**src/mba_pkg.sv**
```systemverilog
// mba_pkg: shared constants and types for the multichannel block averager.
// Used by mba_ctrl, mba_datapath, mba_checker and the top level.
package mba_pkg;

  localparam int NUM_CH   = 6;
  localparam int NUM_BINS = 10;
  localparam int SAMPLE_W = 16;
  localparam int RPB_W    = 12;
  localparam int MAX_RPB  = 4095;
  localparam int BIN_W    = 4;
  localparam int SUM_W    = 28;
  localparam int MAG_W    = SUM_W - 1;
  localparam int CH_W     = 3;
  localparam int STEP_W   = 5;

  typedef logic signed [SAMPLE_W-1:0] sample_t;
  typedef logic signed [SUM_W-1:0]    sum_t;
  typedef logic [RPB_W-1:0]           rpb_t;
  typedef logic [BIN_W-1:0]           bin_t;
  typedef logic [CH_W-1:0]            ch_t;

  // controller -> datapath
  typedef struct packed {
    logic acc;        // add the row into the channel sums
    logic acc_clr;    // start sums from zero (frame start)
    logic clr_sums;   // bin closed, clear sums
    logic div_load;   // load |sum[ch]| into the divider
    logic div_step;   // one radix-2 step
    logic div_store;  // write signed quotient of ch to staging
    ch_t  ch;
    rpb_t divisor;
    logic out_load;   // move staging into the output word
    bin_t bin;
    logic last;
  } mba_cmd_t;

endpackage

```
**src/mba_ctrl.sv**
```systemverilog
// mba_ctrl: controller FSM, row/bin counters, frame state, config register.
// Depends on mba_pkg; drives mba_datapath through mba_cmd_t.
module mba_ctrl (
  input  logic              clk,
  input  logic              rst_n,
  input  logic              cfg_valid,
  output logic              cfg_ready,
  input  mba_pkg::rpb_t     cfg_rows_per_bin,
  input  logic              in_valid,
  output logic              in_ready,
  input  logic              in_frame_start,
  output logic              out_valid,
  input  logic              out_ready,
  output mba_pkg::mba_cmd_t cmd
);
  import mba_pkg::*;

  typedef enum logic [4:0] {
    ST_IDLE  = 5'b00001,
    ST_LOAD  = 5'b00010,
    ST_STEP  = 5'b00100,
    ST_STORE = 5'b01000,
    ST_OUT   = 5'b10000
  } state_t;

  state_t state_r, state_nxt;
  rpb_t   rpb_r, rpb_nxt;
  rpb_t   rows_r, rows_nxt;
  bin_t   bin_r, bin_nxt;
  bin_t   obin_r, obin_nxt;
  logic   olast_r, olast_nxt;
  logic   done_r, done_nxt;
  logic   out_valid_r, out_valid_nxt;
  ch_t    ch_r, ch_nxt;
  logic [STEP_W-1:0] step_r, step_nxt;

  rpb_t rpb_eff;
  rpb_t rows_inc;
  bin_t bin_base;
  logic active;
  logic close;

  always_comb begin
    if (rpb_r == '0) begin
      rpb_eff = RPB_W'(1);
    end else if (rpb_r > RPB_W'(MAX_RPB)) begin
      rpb_eff = RPB_W'(MAX_RPB);
    end else begin
      rpb_eff = rpb_r;
    end
    rows_inc = (in_frame_start ? '0 : rows_r) + RPB_W'(1);
    bin_base = in_frame_start ? '0 : bin_r;
    active   = in_frame_start || !done_r;
    close    = rows_inc >= rpb_eff;
  end

  assign cfg_ready = 1'b1;
  assign in_ready  = (state_r == ST_IDLE);
  assign out_valid = out_valid_r;

  always_comb begin
    state_nxt     = state_r;
    rpb_nxt       = (cfg_valid && cfg_ready) ? cfg_rows_per_bin : rpb_r;
    rows_nxt      = rows_r;
    bin_nxt       = bin_r;
    obin_nxt      = obin_r;
    olast_nxt     = olast_r;
    done_nxt      = done_r;
    ch_nxt        = ch_r;
    step_nxt      = step_r;
    out_valid_nxt = out_valid_r && !out_ready;

    cmd           = '0;
    cmd.ch        = ch_r;
    cmd.divisor   = rpb_eff;
    cmd.bin       = obin_r;
    cmd.last      = olast_r;

    unique case (state_r)
      ST_IDLE: begin
        if (in_valid && active) begin
          cmd.acc     = 1'b1;
          cmd.acc_clr = in_frame_start;
          if (in_frame_start) begin
            bin_nxt  = '0;
            done_nxt = 1'b0;
          end
          if (close) begin
            rows_nxt  = '0;
            obin_nxt  = bin_base;
            olast_nxt = (bin_base == BIN_W'(NUM_BINS - 1));
            if (bin_base >= BIN_W'(NUM_BINS - 1)) begin
              bin_nxt  = '0;
              done_nxt = 1'b1;
            end else begin
              bin_nxt = bin_base + BIN_W'(1);
            end
            ch_nxt    = '0;
            state_nxt = ST_LOAD;
          end else begin
            rows_nxt = rows_inc;
          end
        end
      end
      ST_LOAD: begin
        cmd.div_load = 1'b1;
        step_nxt     = '0;
        state_nxt    = ST_STEP;
      end
      ST_STEP: begin
        cmd.div_step = 1'b1;
        step_nxt     = step_r + STEP_W'(1);
        if (step_r == STEP_W'(MAG_W - 1)) begin
          state_nxt = ST_STORE;
        end
      end
      ST_STORE: begin
        cmd.div_store = 1'b1;
        if (ch_r == CH_W'(NUM_CH - 1)) begin
          cmd.clr_sums = 1'b1;
          state_nxt    = ST_OUT;
        end else begin
          ch_nxt    = ch_r + CH_W'(1);
          state_nxt = ST_LOAD;
        end
      end
      ST_OUT: begin
        if (!out_valid_r || out_ready) begin
          cmd.out_load  = 1'b1;
          out_valid_nxt = 1'b1;
          state_nxt     = ST_IDLE;
        end
      end
      default: begin
        state_nxt = ST_IDLE;
      end
    endcase
  end

  always_ff @(posedge clk) begin
    if (!rst_n) begin
      state_r     <= ST_IDLE;
      rpb_r       <= RPB_W'(1);
      rows_r      <= '0;
      bin_r       <= '0;
      done_r      <= 1'b1;
      out_valid_r <= 1'b0;
      ch_r        <= '0;
      step_r      <= '0;
    end else begin
      state_r     <= state_nxt;
      rpb_r       <= rpb_nxt;
      rows_r      <= rows_nxt;
      bin_r       <= bin_nxt;
      done_r      <= done_nxt;
      out_valid_r <= out_valid_nxt;
      ch_r        <= ch_nxt;
      step_r      <= step_nxt;
    end
  end

  always_ff @(posedge clk) begin
    obin_r  <= obin_nxt;
    olast_r <= olast_nxt;
  end

endmodule

```
**src/mba_datapath.sv**
```systemverilog
// mba_datapath: channel sums, shared radix-2 divider, staging and output word.
// Depends on mba_pkg; commanded by mba_ctrl.
module mba_datapath (
  input  logic              clk,
  input  mba_pkg::mba_cmd_t cmd,
  input  mba_pkg::sample_t  sample   [mba_pkg::NUM_CH],
  output mba_pkg::bin_t     out_bin,
  output logic              out_last,
  output mba_pkg::sample_t  out_avg  [mba_pkg::NUM_CH]
);
  import mba_pkg::*;

  sum_t    sum_r   [NUM_CH];
  sample_t avg_r   [NUM_CH];
  sample_t oavg_r  [NUM_CH];
  bin_t    obin_r;
  logic    olast_r;

  logic [MAG_W-1:0] num_r;
  rpb_t             rem_r;
  rpb_t             div_r;
  logic             neg_r;

  sum_t             cur_sum;
  sum_t             neg_sum;
  logic [RPB_W:0]   trial;
  logic [RPB_W:0]   diff;
  logic             ge;
  logic [SAMPLE_W-1:0] q_lo;

  always_comb begin
    cur_sum = sum_r[cmd.ch];
    neg_sum = -cur_sum;
    trial   = {rem_r, num_r[MAG_W-1]};
    diff    = trial - {1'b0, div_r};
    ge      = trial >= {1'b0, div_r};
    q_lo    = num_r[SAMPLE_W-1:0];
  end

  always_ff @(posedge clk) begin
    for (int c = 0; c < NUM_CH; c++) begin
      if (cmd.clr_sums) begin
        sum_r[c] <= '0;
      end else if (cmd.acc) begin
        sum_r[c] <= (cmd.acc_clr ? '0 : sum_r[c]) + sum_t'(sample[c]);
      end
    end
  end

  always_ff @(posedge clk) begin
    if (cmd.div_load) begin
      neg_r <= cur_sum[SUM_W-1];
      num_r <= cur_sum[SUM_W-1] ? neg_sum[MAG_W-1:0] : cur_sum[MAG_W-1:0];
      rem_r <= '0;
      div_r <= cmd.divisor;
    end else if (cmd.div_step) begin
      num_r <= {num_r[MAG_W-2:0], ge};
      rem_r <= ge ? diff[RPB_W-1:0] : trial[RPB_W-1:0];
    end
  end

  always_ff @(posedge clk) begin
    if (cmd.div_store) begin
      avg_r[cmd.ch] <= neg_r ? sample_t'(SAMPLE_W'(0) - q_lo) : sample_t'(q_lo);
    end
    if (cmd.out_load) begin
      oavg_r  <= avg_r;
      obin_r  <= cmd.bin;
      olast_r <= cmd.last;
    end
  end

  assign out_avg  = oavg_r;
  assign out_bin  = obin_r;
  assign out_last = olast_r;

endmodule

```
**src/multichannel_block_averager_unit.sv**
```systemverilog
// Multichannel block averager (boxcar decimating average), top level.
// Instantiates mba_ctrl and mba_datapath; depends on mba_pkg.
//
// Each input word is one row of six signed 16-bit samples that is added into
// per-channel 28-bit sums. A row that does not close a bin leaves the FSM in
// ST_IDLE, so such rows may arrive back to back. The row that fills a bin
// starts a shared radix-2 divider that serves the six channels in turn
// (load, 27 quotient steps, store), and in_ready stays low from that row until
// the result word is loaded, which waits while the previous result word is
// still held on the output. Rows after the tenth bin are dropped until a
// frame-start row. There is no clearing pass after reset.
module multichannel_block_averager_unit (
  input  logic             clk,
  input  logic             rst_n,
  input  logic             cfg_valid,
  output logic             cfg_ready,
  input  mba_pkg::rpb_t    cfg_rows_per_bin,
  input  logic             in_valid,
  output logic             in_ready,
  input  logic             in_frame_start,
  input  mba_pkg::sample_t in_sample_ch0,
  input  mba_pkg::sample_t in_sample_ch1,
  input  mba_pkg::sample_t in_sample_ch2,
  input  mba_pkg::sample_t in_sample_ch3,
  input  mba_pkg::sample_t in_sample_ch4,
  input  mba_pkg::sample_t in_sample_ch5,
  output logic             out_valid,
  input  logic             out_ready,
  output mba_pkg::bin_t    out_bin_index,
  output logic             out_last_bin,
  output mba_pkg::sample_t out_average_ch0,
  output mba_pkg::sample_t out_average_ch1,
  output mba_pkg::sample_t out_average_ch2,
  output mba_pkg::sample_t out_average_ch3,
  output mba_pkg::sample_t out_average_ch4,
  output mba_pkg::sample_t out_average_ch5
);
  import mba_pkg::*;

  mba_cmd_t cmd;
  sample_t  sample [NUM_CH];
  sample_t  avg    [NUM_CH];

  assign sample[0] = in_sample_ch0;
  assign sample[1] = in_sample_ch1;
  assign sample[2] = in_sample_ch2;
  assign sample[3] = in_sample_ch3;
  assign sample[4] = in_sample_ch4;
  assign sample[5] = in_sample_ch5;

  assign out_average_ch0 = avg[0];
  assign out_average_ch1 = avg[1];
  assign out_average_ch2 = avg[2];
  assign out_average_ch3 = avg[3];
  assign out_average_ch4 = avg[4];
  assign out_average_ch5 = avg[5];

  mba_ctrl u_ctrl (
    .clk              (clk),
    .rst_n            (rst_n),
    .cfg_valid        (cfg_valid),
    .cfg_ready        (cfg_ready),
    .cfg_rows_per_bin (cfg_rows_per_bin),
    .in_valid         (in_valid),
    .in_ready         (in_ready),
    .in_frame_start   (in_frame_start),
    .out_valid        (out_valid),
    .out_ready        (out_ready),
    .cmd              (cmd)
  );

  mba_datapath u_datapath (
    .clk      (clk),
    .cmd      (cmd),
    .sample   (sample),
    .out_bin  (out_bin_index),
    .out_last (out_last_bin),
    .out_avg  (avg)
  );

endmodule

```
**config.mk**
```make
export PLATFORM = sky130hd
export DESIGN_NAME = multichannel_block_averager_unit
export DESIGN_NICKNAME = d
export VERILOG_FILES = /design/src/mba_pkg.sv /design/src/mba_ctrl.sv /design/src/mba_datapath.sv /design/src/multichannel_block_averager_unit.sv
export SDC_FILE = /design/constraint.sdc
export NUM_CORES = 1
export LEC_CHECK = 0
export BUFFER_PORTS_ARGS = -buffer_cell sky130_fd_sc_hd__buf_2
export CAP_MARGIN = 5
export CORE_AREA = 2 2 214 216
export CTS_BUF_LIST = sky130_fd_sc_hd__clkbuf_8
export DETAILED_ROUTE_END_ITERATION = 8
export DIE_AREA = 0 0 216 218
export MAX_ROUTING_LAYER = met4
export PLACE_DENSITY = 0.88
export SYNTH_ARGS = -nofsm -noshare
export SYNTH_HDL_FRONTEND = slang
export SYNTH_HIERARCHICAL = 1
export SYNTH_SLANG_ARGS = --single-unit
export TNS_END_PERCENT = 5
```
**constraint.sdc**
```tcl
create_clock -name clk -period 7.1 [get_ports clk]
set_input_delay 0.71 -clock clk [delete_from_list [all_inputs] [get_ports clk]]
set_output_delay 0.71 -clock clk [all_outputs]
set_load 0.1 [all_outputs]
```
# ---- Word level (Yosys, flattened, before mapping)
# Memory sizes are Yosys's and may differ from the RTL's. A register that Yosys moved wholly into a read port is not among the register bits.
# Cells that the tools add are included.
dict set report classes {
  add_sub_neg 13
  n_lt_le_gt_ge 6
  n_eq_ne 13
  muxes 59
  n_bitwise 7
  reduce_logical 16
}
# op n
set op_table {}
lappend op_table {{$mux W28} 12}
lappend op_table {{$add A28 B28 Y28} 6}
lappend op_table {{$bwmux W96} 1}
lappend op_table {{$mux W27} 3}
lappend op_table {{$mux W12} 5}
lappend op_table {{$demux W16 S3} 1}
lappend op_table {{$mux W16} 2}
lappend op_table {{$neg A27 Y27} 1}
lappend op_table {{$mux W5} 5}
lappend op_table {{$pmux W5 S5} 1}
lappend op_table {{$mux W1} 17}
lappend op_table {{$sub A1 B16 Y16 const A} 1}
lappend op_table {{$mux W3} 5}
lappend op_table {{$ge A13 B12 Y1} 1}
lappend op_table {{$add A12 B1 Y12 const B} 1}
lappend op_table {{$ge A12 B12 Y1} 1}
lappend op_table {{$gt A12 B12 Y1 const B} 1}
lappend op_table {{$logic_not A12 Y1} 1}
lappend op_table {{$mux W4} 3}
lappend op_table {{$sub A12 B12 Y12} 1}
lappend op_table {{$eq A5 B5 Y1 const B} 2}
lappend op_table {{$pmux W5 S2} 1}
lappend op_table {{$ge A4 B4 Y1 const B} 2}
lappend op_table {{$ne A2 B1 Y1 const B} 4}
lappend op_table {{22 further kinds} 36}
dict set report totals {
  ff_bits 297
  ram_bits 168
  in_bits 114
  output_inout_bits 104
  elab_cells 143
  memories 1
}
# memory words width rd rd_ports_with_merged_regs wr line
set mem_list {}
lappend mem_list {u_datapath.sum_r 6 28 7 1 6 mba_datapath.sv:13} ;# sum_t sum_r [NUM_CH];

# ---- Depth between registers and ports, before layout
# Gate-level depths: netlist (run 1).
dict set report logic_depth {
  word_depth 9
  ltp_mapped 17
  depth_no_buf 15
}

# ---- By module
# The synthesis (run 1) kept the hierarchy.
# module n_inst cells_each area_per_inst_um2 seq_area_each_um2
set modules_own_cells {}
lappend modules_own_cells {mba_datapath 1 2285 25330.5 12401.9}
lappend modules_own_cells {mba_ctrl 1 296 2623.8 1011.0}

# ---- Least setup slack after synthesis (run 1)
# No wires, ideal clock.
dict set report synth_timing {
  path_kind {reg-to-reg}
  start {reg u_ctrl.out_valid_r (netlist: u_ctrl/out_valid)}
  end {reg u_datapath.oavg_r, in the netlist u_datapath/out_avg[0], enable pin}
  setup_ps 573
  t_arrival_ps 5344
  required_ps 6527
  slack_ps 1183
  path_stages_with_launch 3
  path_buffers 0
  synth_period_minus_slack_ps 5917
  path_cell_list {dfxtp_1 > nand2b_1 > nor2b_1}
}
# element line
set synth_rtl {}
lappend synth_rtl {{from (decl)} mba_ctrl.sv:33} ;# logic out_valid_r, out_valid_nxt;
lappend synth_rtl {{from (signal assigned)} mba_ctrl.sv:156} ;# out_valid_r <= out_valid_nxt;
lappend synth_rtl {{to (signal assigned)} mba_datapath.sv:67} ;# oavg_r <= avg_r;
lappend synth_rtl {{to (decl)} mba_datapath.sv:15} ;# sample_t oavg_r [NUM_CH];

==> run_results.csv, run 1 <==
group,metric,value,unit
drt,drc,0,
synth,async_flop_share,0,%
finish,fillers,3179,
critical_path,max_stage_delay,820,ps
clocking,cts_setup_buffers,0,
die,core_area,44900,um2
drt,drtIter0Drc,2034,
sta,hold_viol,0,
critical_path,cp.buffers_inverters,2,
global_routing,overflow,0,
sta,tightest_slew,1120,ps
die,num_rows,78,
status,outcome,"finished clean",
critical_path,path_class,"flop to flop",
power,power.share.combinational,37.1,%
placed_design,place_ws,2100,ps
power,switching_share,35.4,%
global_routing,grt_pass1_wl,106000,um
power,p_total,9.16,mW
sta,fin_crit_sh,70.7,%
sta,setup_slack,2080,ps
die,io-pin-count,218,
sta,finalSetupViolations,0,
synth,synth_area,28000,um2
power,seqPwrFrac,38.3,%
critical_path,crit_fanout,81,
flow_run,maxCapViolations,0,
global_routing,grt_max_degree,91,
synth,synth_edf_count,410,
sta,fmax,199,MHz
critical_path,required,7460,ps
synth,synth.top_cell.area_share,44.0,%
finish,final_common_cell,"edfxtp_1",
synth,ys_types,87,
drt,totalWireLength,66900,um
drt,dr.pass1.iters,6,
synth,yosys_register_bits,465,
finish,finalCoreUtilization,69.1,%
critical_path,arrival,5380,ps
power,ir_drop,0.000153,V
clocking,clockBufferDepth,3,
placed_design,place_hpwl,48800,um
finish,syn_to_final_growth,11.0,%
placed_design,gp_congestion,0.980,
synth,yosys-top-cells-area,"edfxtp_1 44%, ha_1 8.8%, nor2b_1 4.3%",
die,die_w,216,um
hold_path,hold_path.class,"input port to flop",
sta,rsz0062_at_grt,"false",
critical_path,crit_family,"compound AO/OA/AOI/OAI gates",
clocking,clock_latency,650,ps
finish,multi_input_area,13900,um2
sta,finalMaxSlewViolations,0,
die,die_y,218,um
synth,yosysTopAreaCell,"edfxtp_1",
synth,postSynthCellCount,2581,
power,power.switching,3.24,mW
drt,wl_per_cell,19.4,um
clocking,hold_buffers,0,
power,power_frac_clock,24.6,%
finish,final_nets,3115,
critical_path,crit_path_top_delay_cell,"a2111oi_0",
clocking,clk_pin_slew,60,ps
die,dieArea,47100,um2
sta,setup_tns,0,ps
clocking,cts_resized,0,
synth,yosysWarnings,6,
power,powerDensity,295,nW/um2
clocking,cts_buffers,74,
critical_path,end_kind,"flop",
synth,ys_seq_area_share,48.0,%
clocking,htree_levels,3,
drt,via_per_inst,6.18,
global_routing,antenna_found_initial,2,
clocking,clock-sinks,465,
drt,vias,21346,
synth,synth_ff_type,"edfxtp_1",
finish,seqCellArea,13400,um2
clocking,tritoncts,"built",
critical_path,critical_path.startpoint_type,"flop",
synth,synth_area_per_cell,10.8,um2
drt,drtAntennaViolNets,0,
sta,period_needed,5020,ps
die,start_util,62.3,%
sta,fin_skew,36.8,ps
global_routing,grt_pass1_vias,20638,
synth,syn_nets,2898,
placed_design,port-buffer-count,216,
clocking,cts_root_buf,"clkbuf_8",
critical_path,worst_path_most_repeated_cell,"o21ai_0",
global_routing,grt_usage,29.2,%
finish,final_cell_mix,"410 x edfxtp_1, 266 x nor2_1, 216 x buf_2, 196 x ha_1, 188 x nor2b_1",
critical_path,worstPathCellList,"nor3_2 -> nand3b_1 -> inv_1 -> and3_4 -> buf_12 -> nor2b_1 -> ha_1 -> o21ai_0 -> o21ai_0 -> nand3_1 -> a2111oi_0 -> o32ai_1 -> o21ai_0 -> xnor2_1 -> nor2_1",
power,power.leakage,12.3,nW
sta,max-slew-margin-rel,25.5,%
power,internal_power,5.91,mW
finish,drive_above_1_share,15.4,%
[registers in the layout, summed over array words and instances (netlist names)]
name and cells:
u_datapath/rem_r 12, u_ctrl/done_r 1, u_datapath/div_r 12, u_datapath/avg_r 96, u_datapath/neg_r 1, u_ctrl/rows_r 12, u_datapath/out_avg 96, u_ctrl/olast_r 1
u_ctrl/state_r 5, u_datapath/out_bin 4, u_datapath/out_last 1, u_ctrl/bin_r 4, u_ctrl/obin_r 4, u_ctrl/ch_r 3, u_datapath/num_r 27, u_ctrl/out_valid 1
u_ctrl/rpb_r 12, u_ctrl/step_r 5, u_datapath/sum_r 168
[layer usage]
layer	global-route usage [%]	wire, um	vias up
met5	-	0	-
met4	11.5	2200	0
met3	4.62	5270	161
met2	48.1	32100	969
met1	36.4	27300	10176
li1	-	-	10040
[tightest hold or removal path: stages]
cell and delay (ps):
buf_2 80, mux2i_1 60, nand2_1 60
[worst paths after layout]
| path | from | endpoint | slack (ps) | cells after the start |
|---|---|---|---|---|
| max | u_ctrl/state_r[4] | u_datapath/sum_r[5][26] | 2080 | 15 |
| max reg2reg | u_ctrl/state_r[4] | u_datapath/sum_r[5][26] | 2080 | 15 |
| min reg2reg | u_datapath/avg_r[90] | u_datapath/out_avg[90] | 410 | 0 |
| min | cfg_rows_per_bin[0] | u_ctrl/rpb_r[0] | 300 | 3 |
[power by group through the flow]
| stage | Sequential (mW) | Combinational, mW | Clock (mW) |
|---|---|---|---|
| CTS | 3.50 | 3.32 | 2.30 |
| finish | 3.51 | 3.40 | 2.25 |
| floorplan | 3.44 | 2.62 | 0 |
| global placement | 3.55 | 3.16 | 0 |
| global route | 3.53 | 3.71 | 2.42 |
| detailed placement | 3.55 | 3.29 | 0 |
[layout make-up]
class                      instances  share of cell area (%)
antenna                            2                  0.0161
clock buffer                      76                    3.37
clock inverter                    52                    1.26
inverter                          79                   0.955
multi-input combinational       1942                    44.7
sequential                       465                    43.2
tap                              600                    2.42
timing repair buffer             236                    4.01
[through the flow]
| step | area, um2 | hold slack (ps) | instances |
|---|---|---|---|
| 4_1_cts | 31000 | 264 | 3450 |
| 6_report | 31000 | 296 | 3452 |
| 5_1_grt | 31000 | 308 | 3452 |
| 3_5_place_dp | 29600 | 405 | 3322 |
| 3_3_place_gp | 29600 | 401 | 3322 |
| 2_1_floorplan | 28000 | 400 | 2581 |
[cell usage after synthesis, types with 38 or more instances]
cell and instances:
clkbuf_1 76, mux2i_1 53, a21oi_1 171, nor2b_1 190, xnor2_1 86, nand3_1 53, inv_1 77, a211oi_1 38
edfxtp_1 410, o21ai_0 100, ha_1 196, nor2_1 266, nand2_1 111, a21o_1 73, xor2_1 75, dfxtp_1 55
nor3_1 61, o21a_1 43
[cell families (layout without fill, tap and decap cells)]
family / count (synthesis) / count (layout) / synth area share (%)
compound gates: 607 / 607 / 14.3
xor+xnor: 161 / 161 / 5.04
fa+ha+maj: 203 / 203 / 9.27
buf+inv: 174 / 443 / 2.49
flops: 465 / 465 / 48.0
mux: 111 / 111 / 5.12
other cells: 1 / 3 / 0.0134
simple gates: 859 / 859 / 15.8
Power figures use the tool's default switching activity.
==> run 2, diff against run 1 <==
Settings changed: CORE_AREA 2 2 214 216 to 2 2 225 227, DIE_AREA 0 0 216 218 to 0 0 227 229, PLACE_DENSITY 0.88 to 0.84.
Clock period 7.1 ns to 4.55 ns, I/O delays scaled along.
==> run 2 against run 1 <==
  * Critical path depth is the same
  * Maximum frequency grew 16%
  * Routed wire length increased by 4.4%
  * Via count up 0.60%
  * Sequential power up 56%
  * Hold slack got worse by 250 ps
  * Design area up 2.0%
  * Critical path type unchanged
  * Clock power grew 70%
  * Utilization decreased by 5.4 points
==> run_results.csv, run 2 (synthesis gave the netlist of run 1 again) <==
group,metric,value,unit
die,start_util,56.3,%
global_routing,grt_usage,27.5,%
finish,top_register,"u_datapath/sum_r",
power,powerDensity,468,nW/um2
critical_path,crit_fanout,6,
sta,finalSetupViolations,0,
clocking,htree_levels,3,
placed_design,placedCellCount,3417,
critical_path,critPathLaunch,"u_ctrl/state_r[4]",
clocking,clk_pin_slew,60,ps
power,power.leakage,12.6,nW
drt,wl_per_cell,19.6,um
critical_path,reg2reg_slack,210,ps
placed_design,place_ws,74.3,ps
power,seqPwrFrac,37.0,%
drt,dr.pass1.iters,5,
sta,fmax,230,MHz
clocking,clock-sinks,465,
placed_design,port-buffer-count,216,
finish,syn_to_final_growth,13.3,%
die,dieArea,52000,um2
clocking,tritoncts,"built",
critical_path,worst_path_most_repeated_cell,"a21o_1",
power,p_total,14.8,mW
global_routing,overflow,0,
drt,drtAntennaViolNets,0,
die,core_area,49700,um2
critical_path,worstPathCellList,"nor3_2 -> nand3b_1 -> inv_1 -> and3_4 -> nor2b_1 -> ha_1 -> fa_1 -> a21o_1 -> a21o_1 -> a2111oi_4 -> nor4_1 -> o311a_1 -> or2_2 -> o41ai_2 -> mux2i_1",
drt,drtIter0Drc,1960,
die,die_y,229,um
die,num_rows,82,
sta,period_needed,4340,ps
hold_path,min_to,"u_ctrl/rpb_r[8]",
finish,final_cell_mix,"410 x edfxtp_1, 266 x nor2_1, 216 x buf_2, 196 x ha_1, 188 x nor2b_1",
global_routing,grt_pass1_vias,21014,
power,switching_share,35.4,%
die,die_w,227,um
sta,hold_viol,0,
critical_path,arrival,4740,ps
power,power.switching,5.25,mW
power,power_frac_clock,25.8,%
placed_design,gp_congestion,0.980,
global_routing,grt_max_degree,97,
drt,via_per_inst,6.02,
hold_path,hold_path.class,"input port to flop",
critical_path,end_kind,"flop",
sta,rsz0062_at_grt,"true",
power,internal_power,9.58,mW
global_routing,grt_pass1_wl,110000,um
critical_path,path_class,"flop to flop",
finish,final_common_cell,"edfxtp_1",
finish,finalCoreUtilization,63.8,%
sta,max-slew-margin-rel,23.5,%
drt,totalWireLength,69800,um
critical_path,r2r_start,"u_ctrl/state_r[4]",
critical_path,r2r_end,"u_datapath/sum_r[1][22]",
status,outcome,"finished clean",
hold_path,min_path_cells,3,
sta,setup_slack,206,ps
sta,fin_crit_sh,95.5,%
finish,final_nets,3143,
drt,vias,21474,
hold_path,hp-start,"cfg_rows_per_bin[8]",
clocking,clock_latency,670,ps
finish,fillers,3858,
critical_path,critical_path.startpoint_type,"flop",
critical_path,max_stage_delay,420,ps
clocking,clockBufferDepth,3,
critical_path,crit_path_top_delay_cell,"fa_1",
clocking,cts_root_buf,"clkbuf_8",
finish,drive_above_1_share,16.3,%
critical_path,reg2reg_depth,15,
finish,final_cell_count_no_fill,3565,
critical_path,required,4950,ps
sta,tightest_slew,1140,ps
power,ir_drop,0.000288,V
power,power.share.combinational,37.1,%
clocking,cts_buffers,76,
placed_design,place_hpwl,50500,um
die,io-pin-count,218,
sta,setup_tns,0,ps
sta,fin_skew,22.3,ps
drt,drc,0,
global_routing,antenna_found_initial,5,
sta,finalMaxSlewViolations,0,
finish,largest_register_ffs,168,
flow_run,maxCapViolations,0,
run 2: cell count changes in the layout (fill, tap and decap cells not counted), moves of 3 or more:
| cell | previous run | this run |
|---|---|---|
| clkinvlp_4 | 5 | 2 |
| clkinv_1 | 10 | 15 |
| buf_4 | 19 | 32 |
| inv_1 | 102 | 105 |
| diode_2 | 2 | 5 |
| buf_12 | 1 | 8 |
| bufinv_16 | 6 | 9 |
run 2: what timing repair did:
item                                    in CTS  in global routing
endpoints found under the hold margin        2                  0
hold buffers                                 2                  0
buffers inserted                             0                  0
resized for setup                            0                 11
endpoints found under the setup margin       0                 15
run 2: worst max-delay path: cells and delay by family (launching register included):
family | cells | cell delay [ps]
multiplexers | 1 | 120
adder cells (fa/ha/maj) | 2 | 660
AND/OR/NAND/NOR | 6 | 1300
buffers and inverters | 1 | 110
flip-flops | 1 | 350
AO/OA/AOI/OAI | 5 | 1560
run 2: stage by stage:
| step | hold WS, ps | instance area (um2) |
|---|---|---|
| after floorplan | 400 | 28000 |
| after global placement | 401 | 30000 |
| after detailed placement | 405 | 30000 |
| after CTS | 1.22 | 31600 |
| after global routing | 31.3 | 31700 |
| final | 44.2 | 31700 |
run 2: area by class of cell:
| cell class | instances | area [um2] | area share [%] |
|---|---|---|---|
| multi-input cells | 1942 | 13900 | 44.0 |
| flip-flops and latches | 465 | 13400 | 42.4 |
| repair buffers | 262 | 1580 | 4.98 |
| clock buffers | 78 | 1070 | 3.39 |
| well taps | 672 | 841 | 2.66 |
| clock inverters | 62 | 519 | 1.64 |
| inverters | 79 | 297 | 0.936 |
| diodes | 5 | 12.5 | 0.0395 |
run 2: metal layers:
layer / vias to the layer above / GRT usage, % / routed length [um]
met5: - / - / 0
met2: 908 / 45.3 / 33800
met3: 179 / 4.90 / 4960
li1: 10123 / - / -
met1: 10264 / 34.0 / 28400
met4: 0 / 10.0 / 2600
run 2: worst max-delay path by stage:
stage,endpoint
2_1_floorplan,u_datapath/sum_r[1][20]
3_3_place_gp,u_datapath/sum_r[1][22]
3_5_place_dp,u_datapath/sum_r[2][26]
4_1_cts,u_datapath/sum_r[2][26]
5_1_grt,u_datapath/sum_r[0][26]
6_report,u_datapath/sum_r[1][22]
run 2: power groups by stage:
stage | logic (mW) | registers (mW) | clock network [mW]
finish | 5.51 | 5.49 | 3.83
global route | 6.02 | 5.51 | 4.07
CTS | 5.38 | 5.48 | 3.91
detailed placement | 5.33 | 5.56 | 0
global placement | 5.17 | 5.55 | 0
floorplan | 4.09 | 5.36 | 0
